### src/hdl/lr_pkg.sv
// ----------------------------------------------------------------------------
// Line rasterizer package
// Shared constants and types for the line rasterizer.
// ----------------------------------------------------------------------------
package lr_pkg;

    localparam int COORD_BITS_DEF = 11;
    localparam int COLOR_BITS     = 8;
    localparam int RGB_BITS       = 3 * COLOR_BITS;

    // Operation codes carried on the input tuser.
    localparam logic OP_START = 1'b0;
    localparam logic OP_NEXT  = 1'b1;

    // Control group handed from the input register to the step core.
    typedef struct packed {
        logic valid;
        logic op;
        logic xneg;
        logic yneg;
    } lr_ctrl_t;

endpackage

### src/hdl/lr_input_stage.sv
// ----------------------------------------------------------------------------
// Line rasterizer input register
// Registers an accepted beat and works out the absolute deltas and step
// directions of the endpoints on the way in.
// ----------------------------------------------------------------------------
module lr_input_stage
    import lr_pkg::*;
#(
    parameter int COORD_BITS = COORD_BITS_DEF
)
(
    input  logic                  clk,
    input  logic                  rst_n,
    input  logic                  in_valid,
    output logic                  in_ready,
    input  logic                  in_op,
    input  logic [COORD_BITS-1:0] in_start_x,
    input  logic [COORD_BITS-1:0] in_start_y,
    input  logic [COORD_BITS-1:0] in_end_x,
    input  logic [COORD_BITS-1:0] in_end_y,
    input  logic [RGB_BITS-1:0]   in_color,
    input  logic                  take,
    output lr_ctrl_t              ctrl,
    output logic [COORD_BITS-1:0] start_x,
    output logic [COORD_BITS-1:0] start_y,
    output logic [COORD_BITS-1:0] end_x,
    output logic [COORD_BITS-1:0] end_y,
    output logic [COORD_BITS-1:0] abs_dx,
    output logic [COORD_BITS-1:0] abs_dy,
    output logic [RGB_BITS-1:0]   color
);

    logic                  vld_reg;
    logic                  op_reg;
    logic                  xneg_reg;
    logic                  yneg_reg;
    logic [COORD_BITS-1:0] sx_reg;
    logic [COORD_BITS-1:0] sy_reg;
    logic [COORD_BITS-1:0] ex_reg;
    logic [COORD_BITS-1:0] ey_reg;
    logic [COORD_BITS-1:0] adx_reg;
    logic [COORD_BITS-1:0] ady_reg;
    logic [RGB_BITS-1:0]   color_reg;

    logic                  xneg_next;
    logic                  yneg_next;
    logic [COORD_BITS-1:0] adx_next;
    logic [COORD_BITS-1:0] ady_next;

    assign in_ready = !vld_reg || take;

    always_comb
    begin
        xneg_next = in_end_x < in_start_x;
        yneg_next = in_end_y < in_start_y;
        adx_next  = xneg_next ? (in_start_x - in_end_x) : (in_end_x - in_start_x);
        ady_next  = yneg_next ? (in_start_y - in_end_y) : (in_end_y - in_start_y);
    end

    always_ff @(posedge clk or negedge rst_n)
    begin
        if (!rst_n)
        begin
            vld_reg <= 1'b0;
        end
        else if (in_ready)
        begin
            vld_reg <= in_valid;
        end
    end

    always_ff @(posedge clk)
    begin
        if (in_valid && in_ready)
        begin
            op_reg    <= in_op;
            xneg_reg  <= xneg_next;
            yneg_reg  <= yneg_next;
            sx_reg    <= in_start_x;
            sy_reg    <= in_start_y;
            ex_reg    <= in_end_x;
            ey_reg    <= in_end_y;
            adx_reg   <= adx_next;
            ady_reg   <= ady_next;
            color_reg <= in_color;
        end
    end

    assign ctrl.valid = vld_reg;
    assign ctrl.op    = op_reg;
    assign ctrl.xneg  = xneg_reg;
    assign ctrl.yneg  = yneg_reg;
    assign start_x    = sx_reg;
    assign start_y    = sy_reg;
    assign end_x      = ex_reg;
    assign end_y      = ey_reg;
    assign abs_dx     = adx_reg;
    assign abs_dy     = ady_reg;
    assign color      = color_reg;

endmodule

### src/hdl/lr_step_core.sv
// ----------------------------------------------------------------------------
// Line rasterizer step core
// Holds the line state, loads it on a start beat, takes one Bresenham step per
// next beat of an active line and registers the pixel for the output stream.
// ----------------------------------------------------------------------------
module lr_step_core
    import lr_pkg::*;
#(
    parameter int COORD_BITS = COORD_BITS_DEF
)
(
    input  logic                  clk,
    input  logic                  rst_n,
    input  lr_ctrl_t              ctrl,
    input  logic [COORD_BITS-1:0] start_x,
    input  logic [COORD_BITS-1:0] start_y,
    input  logic [COORD_BITS-1:0] end_x,
    input  logic [COORD_BITS-1:0] end_y,
    input  logic [COORD_BITS-1:0] abs_dx,
    input  logic [COORD_BITS-1:0] abs_dy,
    input  logic [RGB_BITS-1:0]   color,
    output logic                  take,
    output logic                  out_valid,
    input  logic                  out_ready,
    output logic [COORD_BITS-1:0] pixel_x,
    output logic [COORD_BITS-1:0] pixel_y,
    output logic [RGB_BITS-1:0]   pixel_color,
    output logic                  pixel_valid,
    output logic                  pixel_last
);

    localparam int ERR_BITS = COORD_BITS + 2;

    // Line state
    logic [COORD_BITS-1:0]      cur_major_reg, cur_major_next;
    logic [COORD_BITS-1:0]      cur_minor_reg, cur_minor_next;
    logic [COORD_BITS-1:0]      stop_major_reg, stop_major_next;
    logic signed [ERR_BITS-1:0] err_reg, err_next;
    logic [COORD_BITS-1:0]      amaj_reg, amaj_next;
    logic [COORD_BITS-1:0]      amin_reg, amin_next;
    logic                       maj_neg_reg, maj_neg_next;
    logic                       min_neg_reg, min_neg_next;
    logic                       x_major_reg, x_major_next;
    logic                       active_reg, active_next;
    logic [RGB_BITS-1:0]        color_reg, color_next;

    // Result register
    logic                  ovld_reg;
    logic [COORD_BITS-1:0] px_reg, px_next;
    logic [COORD_BITS-1:0] py_reg, py_next;
    logic [RGB_BITS-1:0]   pcol_reg, pcol_next;
    logic                  pvalid_reg, pvalid_next;
    logic                  plast_reg, plast_next;

    logic                  advance;
    logic                  x_wins;
    logic                  emit;

    assign take    = !ovld_reg || out_ready;
    assign advance = ctrl.valid && take;
    assign x_wins  = abs_dx >= abs_dy;

    always_comb
    begin
        cur_major_next  = cur_major_reg;
        cur_minor_next  = cur_minor_reg;
        stop_major_next = stop_major_reg;
        err_next        = err_reg;
        amaj_next       = amaj_reg;
        amin_next       = amin_reg;
        maj_neg_next    = maj_neg_reg;
        min_neg_next    = min_neg_reg;
        x_major_next    = x_major_reg;
        active_next     = active_reg;
        color_next      = color_reg;
        emit            = 1'b0;

        if (ctrl.op == OP_START)
        begin
            emit         = 1'b1;
            color_next   = color;
            x_major_next = x_wins;
            if (x_wins)
            begin
                cur_major_next  = start_x;
                cur_minor_next  = start_y;
                stop_major_next = end_x;
                amaj_next       = abs_dx;
                amin_next       = abs_dy;
                maj_neg_next    = ctrl.xneg;
                min_neg_next    = ctrl.yneg;
            end
            else
            begin
                cur_major_next  = start_y;
                cur_minor_next  = start_x;
                stop_major_next = end_y;
                amaj_next       = abs_dy;
                amin_next       = abs_dx;
                maj_neg_next    = ctrl.yneg;
                min_neg_next    = ctrl.xneg;
            end
            err_next    = $signed({2'b00, amin_next}) - $signed({2'b00, amaj_next});
            active_next = cur_major_next != stop_major_next;
        end
        else if (active_reg)
        begin
            emit = 1'b1;
            // A non-negative error means the minor coordinate moves this step.
            if (!err_reg[ERR_BITS-1])
            begin
                cur_minor_next = min_neg_reg ? (cur_minor_reg - 1'b1)
                                             : (cur_minor_reg + 1'b1);
                err_next = err_reg - $signed({2'b00, amaj_reg})
                                   + $signed({2'b00, amin_reg});
            end
            else
            begin
                err_next = err_reg + $signed({2'b00, amin_reg});
            end
            cur_major_next = maj_neg_reg ? (cur_major_reg - 1'b1)
                                         : (cur_major_reg + 1'b1);
            active_next    = cur_major_next != stop_major_reg;
        end

        if (emit)
        begin
            px_next     = x_major_next ? cur_major_next : cur_minor_next;
            py_next     = x_major_next ? cur_minor_next : cur_major_next;
            pcol_next   = color_next;
            pvalid_next = 1'b1;
            plast_next  = !active_next;
        end
        else
        begin
            px_next     = '0;
            py_next     = '0;
            pcol_next   = '0;
            pvalid_next = 1'b0;
            plast_next  = 1'b0;
        end
    end

    always_ff @(posedge clk or negedge rst_n)
    begin
        if (!rst_n)
        begin
            cur_major_reg  <= '0;
            cur_minor_reg  <= '0;
            stop_major_reg <= '0;
            err_reg        <= '0;
            amaj_reg       <= '0;
            amin_reg       <= '0;
            maj_neg_reg    <= 1'b0;
            min_neg_reg    <= 1'b0;
            x_major_reg    <= 1'b1;
            active_reg     <= 1'b0;
            color_reg      <= '0;
            ovld_reg       <= 1'b0;
        end
        else
        begin
            if (take)
            begin
                ovld_reg <= ctrl.valid;
            end
            if (advance)
            begin
                cur_major_reg  <= cur_major_next;
                cur_minor_reg  <= cur_minor_next;
                stop_major_reg <= stop_major_next;
                err_reg        <= err_next;
                amaj_reg       <= amaj_next;
                amin_reg       <= amin_next;
                maj_neg_reg    <= maj_neg_next;
                min_neg_reg    <= min_neg_next;
                x_major_reg    <= x_major_next;
                active_reg     <= active_next;
                color_reg      <= color_next;
            end
        end
    end

    always_ff @(posedge clk)
    begin
        if (advance)
        begin
            px_reg     <= px_next;
            py_reg     <= py_next;
            pcol_reg   <= pcol_next;
            pvalid_reg <= pvalid_next;
            plast_reg  <= plast_next;
        end
    end

    assign out_valid   = ovld_reg;
    assign pixel_x     = px_reg;
    assign pixel_y     = py_reg;
    assign pixel_color = pcol_reg;
    assign pixel_valid = pvalid_reg;
    assign pixel_last  = plast_reg;

endmodule

### src/hdl/line_rasterizer_top.sv
// ----------------------------------------------------------------------------
// Line rasterizer top level
// Bresenham line drawing with a stream input of commands and a stream output
// of pixels.
// ----------------------------------------------------------------------------
// A start beat (tuser 0) loads two endpoints and a colour and returns the
// start point; every next beat (tuser 1) returns the following pixel along
// the major axis, with tlast on the end point. A next beat with no line in
// progress returns a beat with tuser 0 and all data zero. Every input beat
// gives exactly one output beat, one beat per clock cycle is sustained while
// the output is ready, and a result passes through the input register, where
// the endpoint deltas are formed, and then the step core's result register,
// which takes the error update, compare and end check for each pixel.
module line_rasterizer_top
    import lr_pkg::*;
#(
    parameter int COORD_BITS = COORD_BITS_DEF
)
(
    input  logic clk,
    input  logic rst_n,
    input  logic s_axis_tvalid,
    output logic s_axis_tready,
    // start_x, start_y, end_x, end_y, red, green, blue, zero fill
    input  logic [((4*COORD_BITS+RGB_BITS+7)/8)*8-1:0] s_axis_tdata,
    // op
    input  logic s_axis_tuser,
    output logic m_axis_tvalid,
    input  logic m_axis_tready,
    // pixel_x, pixel_y, pixel_red, pixel_green, pixel_blue, zero fill
    output logic [((2*COORD_BITS+RGB_BITS+7)/8)*8-1:0] m_axis_tdata,
    // valid_res
    output logic m_axis_tuser,
    output logic m_axis_tlast
);

    localparam int C         = COORD_BITS;
    localparam int OUT_BITS  = ((2*COORD_BITS+RGB_BITS+7)/8)*8;
    localparam int OUT_USED  = 2*COORD_BITS + RGB_BITS;

    lr_ctrl_t        ctrl;
    logic [C-1:0]    sx, sy, ex, ey, adx, ady;
    logic [RGB_BITS-1:0] color;
    logic [RGB_BITS-1:0] in_color;
    logic            take;
    logic [C-1:0]    pixel_x, pixel_y;
    logic [RGB_BITS-1:0] pixel_color;

    // Colour is held red high, blue low; on the bus red comes first.
    assign in_color = {s_axis_tdata[4*C +: COLOR_BITS],
                       s_axis_tdata[4*C+COLOR_BITS +: COLOR_BITS],
                       s_axis_tdata[4*C+2*COLOR_BITS +: COLOR_BITS]};

    lr_input_stage #(
        .COORD_BITS (COORD_BITS)
    ) u_input (
        .clk        (clk),
        .rst_n      (rst_n),
        .in_valid   (s_axis_tvalid),
        .in_ready   (s_axis_tready),
        .in_op      (s_axis_tuser),
        .in_start_x (s_axis_tdata[0 +: C]),
        .in_start_y (s_axis_tdata[C +: C]),
        .in_end_x   (s_axis_tdata[2*C +: C]),
        .in_end_y   (s_axis_tdata[3*C +: C]),
        .in_color   (in_color),
        .take       (take),
        .ctrl       (ctrl),
        .start_x    (sx),
        .start_y    (sy),
        .end_x      (ex),
        .end_y      (ey),
        .abs_dx     (adx),
        .abs_dy     (ady),
        .color      (color)
    );

    lr_step_core #(
        .COORD_BITS (COORD_BITS)
    ) u_core (
        .clk         (clk),
        .rst_n       (rst_n),
        .ctrl        (ctrl),
        .start_x     (sx),
        .start_y     (sy),
        .end_x       (ex),
        .end_y       (ey),
        .abs_dx      (adx),
        .abs_dy      (ady),
        .color       (color),
        .take        (take),
        .out_valid   (m_axis_tvalid),
        .out_ready   (m_axis_tready),
        .pixel_x     (pixel_x),
        .pixel_y     (pixel_y),
        .pixel_color (pixel_color),
        .pixel_valid (m_axis_tuser),
        .pixel_last  (m_axis_tlast)
    );

    assign m_axis_tdata = {{(OUT_BITS-OUT_USED){1'b0}},
                           pixel_color[0 +: COLOR_BITS],
                           pixel_color[COLOR_BITS +: COLOR_BITS],
                           pixel_color[2*COLOR_BITS +: COLOR_BITS],
                           pixel_y,
                           pixel_x};

endmodule

### config.mk
export PLATFORM = sky130hd
export DESIGN_NAME = line_rasterizer_top
export DESIGN_NICKNAME = d
export VERILOG_FILES = /design/src/hdl/lr_pkg.sv /design/src/hdl/lr_input_stage.sv /design/src/hdl/lr_step_core.sv /design/src/hdl/line_rasterizer_top.sv
export SDC_FILE = /design/constraint.sdc
export NUM_CORES = 1
export LEC_CHECK = 0
export BUFFER_PORTS_ARGS = -buffer_cell sky130_fd_sc_hd__buf_4
export CORE_MARGIN = 3
export CORE_UTILIZATION = 40
export DETAILED_ROUTE_END_ITERATION = 10
export SETUP_SLACK_MARGIN = 0.5
export SLEW_MARGIN = 20
export SYNTH_ARGS = -nofsm -noshare
export SYNTH_HDL_FRONTEND = slang
export SYNTH_HIERARCHICAL = 1
export SYNTH_SLANG_ARGS = --single-unit
### constraint.sdc
create_clock -name clk -period 3.95 [get_ports clk]
set_input_delay 0.395 -clock clk [delete_from_list [all_inputs] [get_ports clk]]
set_output_delay 0.395 -clock clk [all_outputs]
set_load 0.03 [all_outputs]
==> impl_results.md, run 1 <==
- Initial antenna violation count: 0
- YS warnings: 6
- Max clock buf depth: 3
- CTS tree: built
- Average wire per standard cell: roughly 18 microns
- Sum Neg Setup Slack: 0 ns
- Crit path DAT: 3.80 ns
- Internal power: 7.78 mW
- Gate power share: 0.514
- Dpl hpwl: roughly 29 mm
- Syn Std Cell Area: roughly 15000 sq um
- Layout area overhead: 18.0%
- CP endpoint kind: register
- Synth Area in Simple Gates: 0.137
- CTS buffer count: 28
- Max-slew violations: 0
- Post-DRT Antenna Nets: 0
- CP max stage delay: 0.44 ns
- Final cycle utilization of the critical path: 0.845
- Setup slack after placement: 0.242 ns
- GRT Resource Usage Total: 0.190
- First-pass GRT wire length: 62.3 mm
- Drc violations: 0
- Placed cells: roughly 2100
- Ys async rst share: 0.410
- CP max-delay cell: edfxtp_1
- Post-Synthesis Cells: 1573
- Clock network power share: 0.200
- Yosys top cell area share: 0.279
- Top post-synthesis cells by area: edfxtp_1 28%, dfrtp_1 16%, ha_1 7.9%, nand2_1 6.1%, xor2_1 3.3%
- Status: finished, final reports clean
- Cell variety after synth: 77
- Cell breakdown of the critical path: ha_4, a21o_1, a221o_1, a21oi_4, buf_4, nand2_2, buf_12, mux2i_1, a221o_1, a2111oi_4, buf_4, o21bai_1
- Fin. Hold Viols: 0
- Core ar.: around 37000 sq um
- Synth Area in Compound Gates: 0.160
- Pin count of the biggest net entering global routing: 70
- Sequential share of the synthesized area: 0.441
- Clock Sinks: approximately 240
- Total wire length: 39.9 mm
- Number of I/O pins: between 100 and 150
- Ys flop type: edfxtp_1
- Vias in the first global route: between 10000 and 15000
- Most common library cells after synthesis: 246 x nand2_1, 141 x edfxtp_1, 132 x inv_1
- Hold Path Class: input pin to register
- Lkg Pwr: 7.79 nW
- Crit path required time: 4.41 ns
- Design Power: ~13 mW
- Post-Synth XOR/XNOR Area: 0.0514
- Count leader, synth: nand2_1
- Sequential power share: 0.286
- Main combinational cell family by area after synthesis: compound AO/OA/AOI/OAI gates
- Adder-cell share of the synthesized area: 0.103
- Kind of critical path: register to register
- Initial core utilization: 0.410
- Remaining Overflow, GRT: 0
- Transition time at the pin with the least slew margin: about 0.96 ns
- Yosys top cell by area: edfxtp_1
- Fmax: 300 MHz
- # setup viols final: 0
- Crit-path max FO: 60
- Std cell rows: 70
- Worst skew pair latency: 0.55 ns
- Via count: 11840
- Final setup margin: 0.614 ns
- PD cells: 735 nW/um^2
- EDFF count, synth: around 140
- Drt first-iter violations: 714
- Die height: 201 microns
- IO buf count: 122
- Root buf cell: clkbuf_16
- Layout cell share with drive strength beyond 1: 0.160
- Number of max-cap violations: 0
- Number of synthesized register bits: ~240
- Pre-antenna DRT Iters: 5
- Mux share of post-synthesis cell area: 0.0495
- Width of the die: about 200 microns
- Die area: 40300 sq um
- Nets: between 1500 and 2000
- Min Tclk post-route: 3.34 ns
- Fin cells: 2214
- Via-to-Cell Ratio: 5.35
- H-tree levels: 1
- Critical Path Source Type: register
- GPL Wtd Cong: 0.902
- RSZ-0062 raised after global routing: true
- Hold WS: 0.0304 ns
- Clock Skew: 0.0202 ns
- Rel. slew slack: 0.361
- Syn avg cell area: 9.64 sq um
- Sw Ratio: 0.408
- Sw Pwr: 5.36 mW
- Ant. Diodes: 0
- Worst-path clk slew: 0.06 ns
- Peak VDD IR: 0.375 mV
[path summary, 6_finish.rpt]
kind | start | end | slack, ns | depth (start not counted)
worst max register to register | u_input/abs_dx[4] | u_core/err_reg[12] | 0.61 | 12
min in group asynchronous | rst_n | u_core/amaj_reg[0] | 0.50 | 2
worst min-delay path | s_axis_tdata[52] | u_input/color[8] | 0.03 | 1
worst max-delay path | u_input/abs_dx[4] | u_core/err_reg[12] | 0.61 | 12
worst min register to register | u_input/vld_reg | u_core/out_valid | 0.50 | 1
max in group asynchronous | rst_n | u_core/color_reg[9] | 2.58 | 3
[logic make-up after synthesis]
logic type	Yosys count
buf+inv	215
xor+xnor	89
compound gates	364
mux	70
simple gates	481
flops	239
other cells	1
fa+ha+maj	114
[area by class of cell]
class	instances	area [sq um]
repair buffers	165	1300
well taps	504	631
flip-flops and latches	239	6690
multi-input cells	1120	7810
clock buffers	41	842
fillers	3499	19100
clock inverters	11	113
inverters	134	503
[stage by stage]
stage                     area, sq um   util
after floorplan                 15200      -
after global placement          16600  0.448
after detailed placement        16600  0.448
after CTS                       17700  0.478
after global routing            17900  0.484
final                           17900  0.484
[timing repair]
action | CTS | global route
pin swaps | 2 | 7
resized for setup | 10 | 16
hold buffers | 3 | 0
endpoints found under the setup margin | 6 | 12
cloned | 0 | 1
buffers inserted | 8 | 14
hold endpoints to repair | 6 | 0
[metal layers]
metal | part of all wire | vias up | global-route usage | wire, microns
met4 | 0.025 | 0 | 0.0529 | 1010
met1 | 0.46 | 5645 | 0.268 | 18400
li1 | - | 5774 | - | -
met5 | 0 | - | 0 | 0
met3 | 0.056 | 67 | 0.0300 | 2220
met2 | 0.46 | 354 | 0.305 | 18300
[power by group through the flow]
| stage | Combinational, mW | Sequential, mW | Clock [mW] |
|---|---|---|---|
| 5_1_grt | 7.55 | 3.83 | 2.81 |
| 4_1_cts | 6.50 | 3.75 | 2.70 |
| 3_3_place_gp | 6.26 | 3.78 | 0 |
| 3_5_place_dp | 6.36 | 3.80 | 0 |
| 2_1_floorplan | 4.86 | 3.80 | 0 |
| 6_report | 6.75 | 3.76 | 2.63 |
[critical path: cells and delay by family (launching register included)]
kind            cells  cell delay [ns]
compound gates      6             1.69
simple gates        1             0.08
buf+inv             3             0.55
flops               1             0.44
mux                 1             0.19
fa+ha+maj           1             0.29
[layout by cell type (no fill, tap or decap), drive strengths merged, types with 26 or more instances in the layout]
cell type / count
a21oi: 91
a31oi: 46
buf: 161
clkbuf: 42
dfrtp: 97
edfxtp: 141
ha: 96
inv: 133
mux2: 34
mux2i: 36
nand2: 246
nor2: 112
o21ai: 66
o2bb2ai: 26
xnor2: 32
xor2: 57
(Power assumes the default switching activity.)
==> run 2, diff against run 1 <==
Clock period 3.95 ns to 3 ns, I/O delays scaled along.
==> impl_results.md, run 2 (synthesis results as in run 1) <==
- Worst-path clk slew: about 0.060 ns
- Sum Neg Setup Slack: -0.0846 ns
- Initial core utilization: 0.410
- RSZ-0062 raised after global routing: true
- Pin count of the biggest net entering global routing: about 50
- Most frequent cells in the layout: 268 x buf_4, 230 x nand2_1, 141 x edfxtp_1
- Remaining Overflow, GRT: 0
- IO buf count: 122
- Fin. Hold Viols: 0
- Max-slew violations: 0
- PD cells: 984 nW/um^2
- GRT Resource Usage Total: 0.200
- Fmax: ~330 MHz
- H-tree levels: 1
- Sequential power share: 0.241
- Nets: 2081
- Ant. Diodes: 0
- Hold WS: 0.0634 ns
- Transition time at the pin with the least slew margin: 0.699 ns
- CTS tree: built
- Die area: 40300 sq um
- Core ar.: 37000 sq um
- Clock network power share: 0.176
- CP max-delay cell: or4b_1
- Cell breakdown of the critical path: inv_2, ha_4, and2_4, a221o_1, a21oi_4, and2_4, buf_8, mux2_4, o22ai_4, o22ai_2, or4b_1, o311a_1
- # setup viols final: 2
- Number of I/O pins: 129
- Sw Ratio: 0.401
- Average wire per standard cell: ~17 microns
- Number of max-cap violations: 0
- Peak VDD IR: 0.654 mV
- Final setup margin: -0.0720 ns
- Hold Path Class: input pin to register
- Area after DPL: 17600 sq um
- Drt first-iter violations: 909
- Layout area overhead: 35.4%
- Critical Path Source Type: register
- Initial antenna violation count: 0
- Min Tclk post-route: 3.07 ns
- Critical path's most frequent cell: and2_4
- Max clock buf depth: 3
- Vias in the first global route: 12020
- Crit path required time: 3.43 ns
- Via-to-Cell Ratio: 5.24
- Root buf cell: clkbuf_16
- Clock Skew: about 0.013 ns
- Die height: roughly 200 microns
- CTS buffer count: 27
- Std cell rows: 70
- Dpl hpwl: 30.3 mm
- Gate power share: 0.583
- Final cycle utilization of the critical path: 1.02
- Internal power: 12.1 mW
- Final Util: 0.555
- Kind of critical path: register to register
- Fin area: 20500 sq um
- Worst skew pair latency: ~0.54 ns
- Most common cell after layout, fill and taps aside: buf_4
- CP endpoint kind: register
- Drc violations: 0
- Crit-path max FO: 6
- Failing checks: negative setup slack
- Width of the die: 201 microns
- First-pass GRT wire length: roughly 66 mm
- Post-DRT Antenna Nets: 0
- Total wire length: 42.0 mm
- GPL Wtd Cong: 0.895
- Via count: 12664
- Status: finished, violations left
- Clock Sinks: 239
- Layout cell share with drive strength beyond 1: 0.278
- Lkg Pwr: 8.95 nW
- CP max stage delay: 0.50 ns
- Crit path DAT: 3.50 ns
- Pre-antenna DRT Iters: 5
- Rel. slew slack: 0.533
- Sw Pwr: 8.10 mW
==> run 2: power groups by stage <==
stage,Sequential [mW],Clock [mW],Combinational (mW)
final,4.87,3.56,11.8
after global routing,4.96,3.75,13.0
after global placement,4.88,0,9.37
after detailed placement,4.91,0,9.53
after CTS,4.85,3.63,10.5
after floorplan,5.02,0,6.73
==> run 2: per-layer routing <==
| metal | wire length (microns) | part of all wire | vias to the layer above | track usage |
|---|---|---|---|---|
| met2 | 19100 | 0.45 | 309 | 0.315 |
| met3 | 2010 | 0.048 | 54 | 0.0227 |
| met1 | 19700 | 0.47 | 6109 | 0.290 |
| met4 | 1280 | 0.031 | 0 | 0.0605 |
| met5 | 0 | 0 | - | 0 |
| li1 | - | - | 6192 | - |
==> run 2: timing repair <==
| item | 4_1_cts | 5_1_grt |
|---|---|---|
| hold buffers | 71 | 0 |
| endpoints found under the setup margin | 55 | 80 |
| endpoints found under the hold margin | 111 | 0 |
| gates resized for setup | 88 | 114 |
| pin swaps | 34 | 47 |
| gates cloned | 2 | 1 |
| setup buffers | 20 | 26 |
==> run 2: critical path, delay by kind of cell (launching register included) <==
| kind | cells | cell delay, ns |
|---|---|---|
| AO/OA/AOI/OAI | 5 | 0.96 |
| AND/OR/NAND/NOR | 3 | 0.85 |
| flip-flops | 1 | 0.41 |
| multiplexers | 1 | 0.32 |
| buffers and inverters | 2 | 0.22 |
| adder cells (fa/ha/maj) | 1 | 0.20 |
==> run 2: path summary, 6_finish.rpt <==
check                           cells after the start              start  slack, ns                    to
max in group asynchronous                           3              rst_n       1.92    u_core/maj_neg_reg
worst min-delay path                                3      m_axis_tready       0.06      u_core/out_valid
worst max register to register                     12  u_input/abs_dy[6]      -0.07     u_core/err_reg[8]
worst min register to register                      2  u_input/color[23]       0.49  u_core/color_reg[23]
min in group asynchronous                           2              rst_n       0.31    u_core/amaj_reg[0]
worst max-delay path                               12  u_input/abs_dy[6]      -0.07     u_core/err_reg[8]
==> run 2: final cells by class <==
type                       instances  area (sq um)
fill                            3219         16400
clock inverter                    16           249
timing repair buffer             366          3140
tap                              504           631
clock buffer                      34           702
multi-input combinational       1122          8610
inverter                         134           503
sequential                       239          6690
==> run 2: metrics by stage <==
stage | power, mW | instances | setup WS, ns
after detailed placement | 14.4 | 2245 | -0.146
after global routing | 21.7 | 2415 | -0.169
after global placement | 14.3 | 2245 | -0.118
after CTS | 19.0 | 2388 | -0.0691
final | 20.2 | 2415 | -0.0720
after floorplan | 11.8 | 1574 | -0.487
